$ cat src/rtl/swcl_pkg.sv
// Shared types and constants for the single-wire command link.
package swcl_pkg;

    localparam int CMD_W = 3;
    localparam int TICK_W = 16;
    localparam int CFG_IDX_W = 1;
    localparam int CFG_DATA_W = 16;

    localparam logic [CFG_IDX_W-1:0] CFG_BIT_PERIOD = 1'd0;
    localparam logic [CFG_IDX_W-1:0] CFG_HALF_BIT = 1'd1;

    localparam logic [TICK_W-1:0] BIT_PERIOD_RST = 16'd50;
    localparam logic [TICK_W-1:0] HALF_BIT_RST = 16'd25;

    typedef enum logic [1:0] {
        MODE_IDLE,
        MODE_TX,
        MODE_RX
    } t_link_mode;

    typedef enum logic [1:0] {
        PH_START,
        PH_DATA,
        PH_STOP,
        PH_TAIL
    } t_frame_phase;

    typedef struct packed {
        logic             line_drive;
        logic             busy_res;
        logic             send_done;
        logic             receive_done;
        logic [CMD_W-1:0] received_command;
        logic             frame_error;
    } t_swcl_res;

endpackage

$ cat src/rtl/swcl_tick_if.sv
// Channel that carries one sampling tick of the wire per transaction.
interface swcl_tick_if;
    logic                      valid;
    logic                      ready;
    logic                      line_level;
    logic                      send_request;
    logic [swcl_pkg::CMD_W-1:0] send_command;

    modport source (output valid, line_level, send_request, send_command, input ready);
    modport sink (input valid, line_level, send_request, send_command, output ready);
endinterface

$ cat src/rtl/swcl_res_if.sv
// Channel that carries the link outputs for one tick per transaction.
interface swcl_res_if;
    logic                      valid;
    logic                      ready;
    logic                      line_drive;
    logic                      busy_res;
    logic                      send_done;
    logic                      receive_done;
    logic [swcl_pkg::CMD_W-1:0] received_command;
    logic                      frame_error;

    modport source (
        output valid, line_drive, busy_res, send_done, receive_done, received_command,
               frame_error,
        input  ready
    );
    modport sink (
        input  valid, line_drive, busy_res, send_done, receive_done, received_command,
               frame_error,
        output ready
    );
endinterface

$ cat src/rtl/single_wire_command_link_top.sv
// Single-wire command link: tick-by-tick transmit and receive of framed commands.
// A tick transaction is registered on acceptance; its result is registered in the output buffer when it has room.
// From tick acceptance, a result goes through one input register before it enters the output buffer.
// Throughput is one tick per cycle while results are taken, held by a two-entry output buffer (main plus skid).
// Synchronous active-low reset sets 50 and 25 ticks, an idle link and a released line.
module single_wire_command_link_top #(
    parameter int DATA_BITS = 3
) (
    input  logic                                i_clk,
    input  logic                                i_rst_n,
    input  logic                                i_cfg_we,
    input  logic [swcl_pkg::CFG_IDX_W-1:0]      i_cfg_idx,
    input  logic [swcl_pkg::CFG_DATA_W-1:0]     i_cfg_data,
    swcl_tick_if.sink                           i_tick,
    swcl_res_if.source                          o_res
);

    localparam int BI_W = $clog2(DATA_BITS + 1);

    logic [swcl_pkg::TICK_W-1:0] r_bit_period;
    logic [swcl_pkg::TICK_W-1:0] r_half_bit;

    logic                        r_in_vld;
    logic                        r_in_line;
    logic                        r_in_req;
    logic [swcl_pkg::CMD_W-1:0]  r_in_cmd;

    swcl_pkg::t_link_mode        r_mode, n_mode;
    swcl_pkg::t_frame_phase      r_phase, n_phase;
    logic [swcl_pkg::TICK_W-1:0] r_tick, n_tick;
    logic [BI_W-1:0]             r_bidx, n_bidx;
    logic [DATA_BITS-1:0]        r_shift, n_shift;
    logic                        r_drive, n_drive;

    swcl_pkg::t_swcl_res         w_res;
    swcl_pkg::t_swcl_res         r_main;
    swcl_pkg::t_swcl_res         r_skid;
    logic [1:0]                  r_cnt;

    logic                        w_step;
    logic                        w_pop;
    logic                        w_in_ready;
    logic [swcl_pkg::TICK_W-1:0] w_per;
    logic [swcl_pkg::TICK_W-1:0] w_half;

    assign w_step     = r_in_vld && (r_cnt != 2'd2);
    assign w_in_ready = !r_in_vld || w_step;
    assign w_pop      = (r_cnt != 2'd0) && o_res.ready;

    assign i_tick.ready = w_in_ready;

    assign w_per  = (r_bit_period == '0) ? swcl_pkg::TICK_W'(1) : r_bit_period;
    assign w_half = (r_half_bit == '0) ? swcl_pkg::TICK_W'(1) : r_half_bit;

    always_ff @(posedge i_clk) begin
        if (!i_rst_n) begin
            r_bit_period <= swcl_pkg::BIT_PERIOD_RST;
            r_half_bit   <= swcl_pkg::HALF_BIT_RST;
        end else if (i_cfg_we) begin
            unique case (i_cfg_idx)
                swcl_pkg::CFG_BIT_PERIOD: r_bit_period <= i_cfg_data;
                swcl_pkg::CFG_HALF_BIT:   r_half_bit   <= i_cfg_data;
                default: ;
            endcase
        end
    end

    always_ff @(posedge i_clk) begin
        if (!i_rst_n) begin
            r_in_vld <= 1'b0;
        end else if (w_in_ready) begin
            r_in_vld <= i_tick.valid;
        end
    end

    always_ff @(posedge i_clk) begin
        if (w_in_ready && i_tick.valid) begin
            r_in_line <= i_tick.line_level;
            r_in_req  <= i_tick.send_request;
            r_in_cmd  <= i_tick.send_command;
        end
    end

    always_ff @(posedge i_clk) begin
        if (!i_rst_n) begin
            r_mode  <= swcl_pkg::MODE_IDLE;
            r_phase <= swcl_pkg::PH_START;
            r_tick  <= '0;
            r_bidx  <= '0;
            r_shift <= '0;
            r_drive <= 1'b1;
        end else if (w_step) begin
            r_mode  <= n_mode;
            r_phase <= n_phase;
            r_tick  <= n_tick;
            r_bidx  <= n_bidx;
            r_shift <= n_shift;
            r_drive <= n_drive;
        end
    end

    always_comb begin
        logic rx_started;
        logic rx_done;
        n_mode  = r_mode;
        n_phase = r_phase;
        n_tick  = r_tick;
        n_bidx  = r_bidx;
        n_shift = r_shift;
        n_drive = r_drive;
        rx_started = 1'b0;
        rx_done    = 1'b0;
        w_res = '{line_drive: 1'b1, busy_res: 1'b0, send_done: 1'b0, receive_done: 1'b0,
                  received_command: '0, frame_error: 1'b0};

        if (n_mode == swcl_pkg::MODE_IDLE) begin
            n_phase = swcl_pkg::PH_START;
            n_tick  = '0;
            n_bidx  = '0;
            n_drive = 1'b1;
            if (r_in_req) begin
                n_mode  = swcl_pkg::MODE_TX;
                n_drive = 1'b0;
                n_shift = DATA_BITS'(r_in_cmd);
            end else if (!r_in_line) begin
                n_mode     = swcl_pkg::MODE_RX;
                rx_started = 1'b1;
                w_res.busy_res = 1'b1;
            end
        end

        if (n_mode == swcl_pkg::MODE_TX) begin
            w_res.line_drive = n_drive;
            w_res.busy_res   = 1'b1;
            n_tick = n_tick + swcl_pkg::TICK_W'(1);
            if (n_tick >= w_per) begin
                n_tick = '0;
                unique case (n_phase)
                    swcl_pkg::PH_START: begin
                        n_phase = swcl_pkg::PH_DATA;
                        n_bidx  = '0;
                        n_drive = n_shift[0];
                        n_shift = n_shift >> 1;
                    end
                    swcl_pkg::PH_DATA: begin
                        n_bidx = n_bidx + BI_W'(1);
                        if (n_bidx >= BI_W'(DATA_BITS)) begin
                            n_phase = swcl_pkg::PH_STOP;
                            n_drive = 1'b1;
                        end else begin
                            n_drive = n_shift[0];
                            n_shift = n_shift >> 1;
                        end
                    end
                    default: begin
                        w_res.send_done = 1'b1;
                        n_mode  = swcl_pkg::MODE_IDLE;
                        n_phase = swcl_pkg::PH_START;
                        n_bidx  = '0;
                        n_drive = 1'b1;
                    end
                endcase
            end
        end else if (n_mode == swcl_pkg::MODE_RX && !rx_started) begin
            w_res.busy_res = 1'b1;
            n_tick = n_tick + swcl_pkg::TICK_W'(1);
            unique case (n_phase)
                swcl_pkg::PH_START: begin
                    if (n_tick >= w_half) begin
                        if (!r_in_line) begin
                            n_phase = swcl_pkg::PH_DATA;
                            n_tick  = '0;
                            n_bidx  = '0;
                            n_shift = '0;
                        end else begin
                            rx_done = 1'b1;
                            w_res.frame_error = 1'b1;
                        end
                    end
                end
                swcl_pkg::PH_DATA: begin
                    if (n_tick >= w_per) begin
                        n_shift = (n_shift << 1) | DATA_BITS'(r_in_line);
                        n_tick  = '0;
                        n_bidx  = n_bidx + BI_W'(1);
                        if (n_bidx >= BI_W'(DATA_BITS)) begin
                            n_phase = swcl_pkg::PH_STOP;
                        end
                    end
                end
                swcl_pkg::PH_STOP: begin
                    if (n_tick >= w_per) begin
                        if (r_in_line) begin
                            n_phase = swcl_pkg::PH_TAIL;
                            n_tick  = '0;
                        end else begin
                            rx_done = 1'b1;
                            w_res.frame_error = 1'b1;
                        end
                    end
                end
                swcl_pkg::PH_TAIL: begin
                    if (n_tick >= w_half) begin
                        rx_done = 1'b1;
                        w_res.received_command = swcl_pkg::CMD_W'(n_shift);
                    end
                end
                default: ;
            endcase
            if (rx_done) begin
                w_res.receive_done = 1'b1;
                n_mode  = swcl_pkg::MODE_IDLE;
                n_phase = swcl_pkg::PH_START;
                n_tick  = '0;
                n_bidx  = '0;
                n_drive = 1'b1;
            end
        end
    end

    always_ff @(posedge i_clk) begin
        if (!i_rst_n) begin
            r_cnt <= 2'd0;
        end else begin
            r_cnt <= r_cnt + {1'b0, w_step} - {1'b0, w_pop};
        end
    end

    always_ff @(posedge i_clk) begin
        if (w_step) begin
            if (r_cnt == 2'd0 || w_pop) begin
                r_main <= w_res;
            end else begin
                r_skid <= w_res;
            end
        end else if (w_pop && r_cnt == 2'd2) begin
            r_main <= r_skid;
        end
    end

    assign o_res.valid            = (r_cnt != 2'd0);
    assign o_res.line_drive       = r_main.line_drive;
    assign o_res.busy_res         = r_main.busy_res;
    assign o_res.send_done        = r_main.send_done;
    assign o_res.receive_done     = r_main.receive_done;
    assign o_res.received_command = r_main.received_command;
    assign o_res.frame_error      = r_main.frame_error;

endmodule

$ cat src/flat_wrapper.sv
// flat-port wrapper written by rule: the top's interface ports become plain ports
module single_wire_command_link_top_flat 
#(
    parameter int DATA_BITS = 3
)
  (i_clk, i_rst_n, i_cfg_we, i_cfg_idx, i_cfg_data, i_tick_valid, i_tick_line_level, i_tick_send_request, i_tick_send_command, i_tick_ready, o_res_valid, o_res_line_drive, o_res_busy_res, o_res_send_done, o_res_receive_done, o_res_received_command, o_res_frame_error, o_res_ready);
  swcl_tick_if i_tick_i ();
  swcl_res_if o_res_i ();
  input  logic i_clk;
  input  logic i_rst_n;
  input  logic i_cfg_we;
  input  logic [swcl_pkg::CFG_IDX_W-1:0] i_cfg_idx;
  input  logic [swcl_pkg::CFG_DATA_W-1:0] i_cfg_data;
  input wire logic [$bits(i_tick_i.valid)-1:0] i_tick_valid;
  input wire logic [$bits(i_tick_i.line_level)-1:0] i_tick_line_level;
  input wire logic [$bits(i_tick_i.send_request)-1:0] i_tick_send_request;
  input wire logic [$bits(i_tick_i.send_command)-1:0] i_tick_send_command;
  output wire logic [$bits(i_tick_i.ready)-1:0] i_tick_ready;
  output wire logic [$bits(o_res_i.valid)-1:0] o_res_valid;
  output wire logic [$bits(o_res_i.line_drive)-1:0] o_res_line_drive;
  output wire logic [$bits(o_res_i.busy_res)-1:0] o_res_busy_res;
  output wire logic [$bits(o_res_i.send_done)-1:0] o_res_send_done;
  output wire logic [$bits(o_res_i.receive_done)-1:0] o_res_receive_done;
  output wire logic [$bits(o_res_i.received_command)-1:0] o_res_received_command;
  output wire logic [$bits(o_res_i.frame_error)-1:0] o_res_frame_error;
  input wire logic [$bits(o_res_i.ready)-1:0] o_res_ready;
  assign i_tick_i.valid = i_tick_valid;
  assign i_tick_i.line_level = i_tick_line_level;
  assign i_tick_i.send_request = i_tick_send_request;
  assign i_tick_i.send_command = i_tick_send_command;
  assign i_tick_ready = i_tick_i.ready;
  assign o_res_valid = o_res_i.valid;
  assign o_res_line_drive = o_res_i.line_drive;
  assign o_res_busy_res = o_res_i.busy_res;
  assign o_res_send_done = o_res_i.send_done;
  assign o_res_receive_done = o_res_i.receive_done;
  assign o_res_received_command = o_res_i.received_command;
  assign o_res_frame_error = o_res_i.frame_error;
  assign o_res_i.ready = o_res_ready;
  single_wire_command_link_top #(.DATA_BITS(DATA_BITS)) u_core (.i_clk(i_clk), .i_rst_n(i_rst_n), .i_cfg_we(i_cfg_we), .i_cfg_idx(i_cfg_idx), .i_cfg_data(i_cfg_data), .i_tick(i_tick_i), .o_res(o_res_i));
endmodule
$ cat config.mk
export PLATFORM = sky130hd
export DESIGN_NAME = single_wire_command_link_top_flat
export DESIGN_NICKNAME = d
export VERILOG_FILES = /design/src/rtl/swcl_pkg.sv /design/src/rtl/swcl_tick_if.sv /design/src/rtl/swcl_res_if.sv /design/src/rtl/single_wire_command_link_top.sv /design/src/flat_wrapper.sv
export SDC_FILE = /design/constraint.sdc
export NUM_CORES = 1
export LEC_CHECK = 0
export ABC_AREA = 0
export BUFFER_PORTS_ARGS = -buffer_cell sky130_fd_sc_hd__buf_2
export CORE_MARGIN = 1
export CORE_UTILIZATION = 45
export DETAILED_ROUTE_END_ITERATION = 6
export SKIP_LAST_GASP = 1
export SYNTH_ARGS = -nofsm -noshare
export SYNTH_HDL_FRONTEND = slang
export SYNTH_SLANG_ARGS = --single-unit
$ cat constraint.sdc
create_clock -name i_clk -period 4.3 [get_ports i_clk]
set_input_delay 0.86 -clock i_clk [delete_from_list [all_inputs] [get_ports i_clk]]
set_output_delay 0.86 -clock i_clk [all_outputs]
set_load 0.01 [all_outputs]
==> impl_results.md <==
* Filler cells at 1,059
* Avg WL per Cell at between 15 and 20 um
* Beginning of the critical path: u_core.r_mode[1]
* Max incr delay on CP at around 350 ps
* Initial Utilization at 46.39%
* Core ar. at roughly 11,000 um^2
* Final slew viol count at 0
* Min Tclk post-route at between 4000 and 5000 ps
* Global-route wire length before repair at 21,290 um
* Setup Skew at about 11 ps
* Crit-path cells: or2_1 > and2_1 > ha_2 > nand4_4 > nor3_4 > nand4_1 > xor2_2 > nor2_2 > ha_1 > and3_4 > a221o_1 > a21oi_2 > o221ai_1 > and3_4 > nor3_4 > a22oi_4 > buf_12 > o31ai_1
* GPL Wtd Cong at 0.9209
* Fraction of layout cells with a size suffix above 1 at roughly 17%
* CTS clock-pin slew for the worst setup and hold paths at roughly 80 ps
* Register area share after synthesis at between 30% and 40%
* Synth warnings at 0
* CTS sink cnt at between 80 and 90
* Die span in y at between 100 and 150 um
* Die area at 11,650 um^2
* Bufs on Longest Clock Path at 2
* Global route total overflow at 0
* Hold crit path type: reg2reg
* Nets at around 700
* Syn Area/Cell at 8.391 um^2
* Setup ws final at about 260 ps
* Antenna violations before repair at 0
* Final Util at between 50% and 60%
* # diodes at 0
* Critical path type: reg2reg
* Critical Path End Type: register
* Cells after DPL at around 760
* Main synth FF type: dfxtp_1
* WHS Path Cells at 2
* CP Launch Type: register
* Max VDD drop at between 200 and 250 uV
* CTS Hold Buffers Added at 0
* Tot GR Track Use at about a quarter
* Worst EP arrival at approximately 4300 ps
* Outcome: completed
* Stages on the worst setup path at 18
* WP buf/inv at 1
* Mapped cell area at 5051 um^2
* Final wirelength at between 10,000 and 15,000 um
* Worst r2r src: u_core.r_mode[1]
* P_leak at 2.318 nW
* I/O Buffers at 36
* Routed Antenna Nets at 0
* Hold Startpoint: u_core.r_bit_period[3]
* CTS tree: built
* Setup TNS at 0 ps
* Chip width at 107.9 um
* P per Cell Area at 336.3 nW/um^2
* Max_cap viols at 0
* CTS HTree Levels at 3
* Cell row count at 38
* CP Max Fanout at 12
* Max Fclk at 0.2472 GHz
* Hold Violations, Final at 0
* Clk_lat worst skew at 360 ps
* CTS buffer count at 9
* Syn Nets at roughly 660
* DRC Markers at 0
* CTS root buf: clkbuf_8
* DR iter-0 viols at around 310
* Vias after detailed routing at 4,451
* Worst reg-to-reg path cell count at 18
* Tcrit/Tclk final at a little over nine tenths
* Final Non-Filler Cells at about 800
* DPL Wire Length at 9518 um
* Post-synth EDFFs at 21
* Slew @ Worst Pin at approximately 900 ps
* Total Power at roughly 1.9 mW
* Max stage delay cell, worst path: ha_1
* Required time of the critical path at about 4600 ps
* Dpl ws at roughly 150 ps
* Max-Slew Margin vs Limit at a little under 40%
* Cell family with most CP delay: simple AND/OR/NAND/NOR gates
* Distinct cells, synth at just under 70
* Synthesized flop and latch total at between 80 and 90
* Total iterations of the first detailed-routing run at 5
* Async set or reset register ratio after synthesis at 0%
* Setup-failing EPs final at 0
* I/O pins at 37
* Post-Synthesis Cells at between 600 and 700
* Pin count of the biggest net entering global routing at 37
* Avg Vias per Cell at between 5 and 6
* Vias in the first global route at 4,350
* Synth-to-Final Area Change at 13.45%
## registers in the layout (all words and copies together), names as in the netlist, 2 cells and up
signal                         flops
u_core.r_bit_period               16
u_core.r_half_bit                 16
u_core.r_tick                     16
u_core.r_skid                      8
u_core.o_res.received_command      3
u_core.r_in_cmd                    3
u_core.r_shift                     3
u_core.r_bidx                      2
u_core.r_cnt                       2
u_core.r_mode                      2
u_core.r_phase                     2
## metrics by stage
step                hold slack [ps]  cell area [um^2]
floorplan                     436.4              5052
global placement              453.5              5396
detailed placement            461.7              5396
CTS                           473.0              5655
global route                  505.5              5731
finish                        473.8              5731
## power breakdown
part,switching [mW],internal [mW]
clock,0.298,0.392
sequential,0.0356,0.846
combinational,0.226,0.129
## worst paths after layout
check / end / slack, ps
worst max-delay path: u_core.r_tick[3] / 260
worst min-delay path: u_core.r_bit_period[3] / 470
worst max register to register: u_core.r_tick[3] / 260
worst min register to register: u_core.r_bit_period[3] / 470
## synthesized netlist by cell type, types with 6 or more instances
master / number / area, um^2
nand2_1: 122 / 457.9
edfxtp_1: 21 / 630.6
mux2i_1: 6 / 60.06
a21oi_1: 49 / 245.2
o211ai_1: 11 / 82.58
nand2b_1: 6 / 37.54
nor4_1: 6 / 37.54
inv_1: 40 / 150.1
nor2_1: 42 / 157.7
dfxtp_1: 61 / 1221
nor3_1: 12 / 60.06
a21o_1: 6 / 45.04
and2_1: 7 / 43.79
nand3_1: 10 / 50.05
clkbuf_1: 21 / 78.83
o21ai_0: 15 / 75.07
ha_1: 34 / 425.4
xor2_1: 7 / 61.31
o22ai_1: 7 / 43.79
o31ai_4: 7 / 148.9
xnor2_1: 9 / 78.83
and3_1: 10 / 62.56
## worst reg2reg max path, delay by kind of cell, from the launching register on
kind | cells | cell delay [ps]
simple gates | 9 | 1650
compound gates | 5 | 1010
fa+ha+maj | 2 | 560
flops | 1 | 340
xor+xnor | 1 | 230
buf+inv | 1 | 180
## layer usage
metal  share of wire (%)  global-route usage, %  routed length, um
met3                 4.7                  4.219                607
met1                  47                  31.29               6099
met5                   0                      0                  0
met2                  46                  38.40               5985
met4                 1.5                  7.045                187
## what timing repair did
| action | 4_1_cts | 5_1_grt |
|---|---|---|
| resized for setup | 0 | 11 |
| setup endpoints to repair | 0 | 30 |
| buffers inserted | 0 | 2 |
## layout by cell type (no fill, tap or decap), drive strengths merged, types with 4 or more instances in the layout
cell type  instances
a211oi             5
a21o               6
a21oi             49
a22oi              5
a31oi              5
and2               9
and3              11
buf               55
clkbuf            13
dfxtp             61
edfxtp            21
ha                34
inv               42
mux2i              7
nand2            122
nand2b             6
nand3             10
nand4              4
nor2              44
nor2b              5
nor3              19
nor4               6
o211ai            11
o21ai             19
o22ai              7
o31ai             10
xnor2              9
xor2               7
## kinds of logic after synthesis
group           share of synthesized area, %
simple gates                           23.21
mux                                    2.081
compound gates                         20.83
flops                                  36.66
xor+xnor                               2.774
buf+inv                                6.019
fa+ha+maj                              8.422
## area by class of cell
cell class,instances,area [um^2],share of cell area (%)
multi-input cells,447,2955,51.57
flip-flops and latches,82,1852,32.31
repair buffers,55,335.3,5.852
clock buffers,13,212.7,3.712
well taps,140,175.2,3.057
inverters,41,153.9,2.686
clock inverters,3,46.29,0.8079
Power figures use the tool's default switching activity.
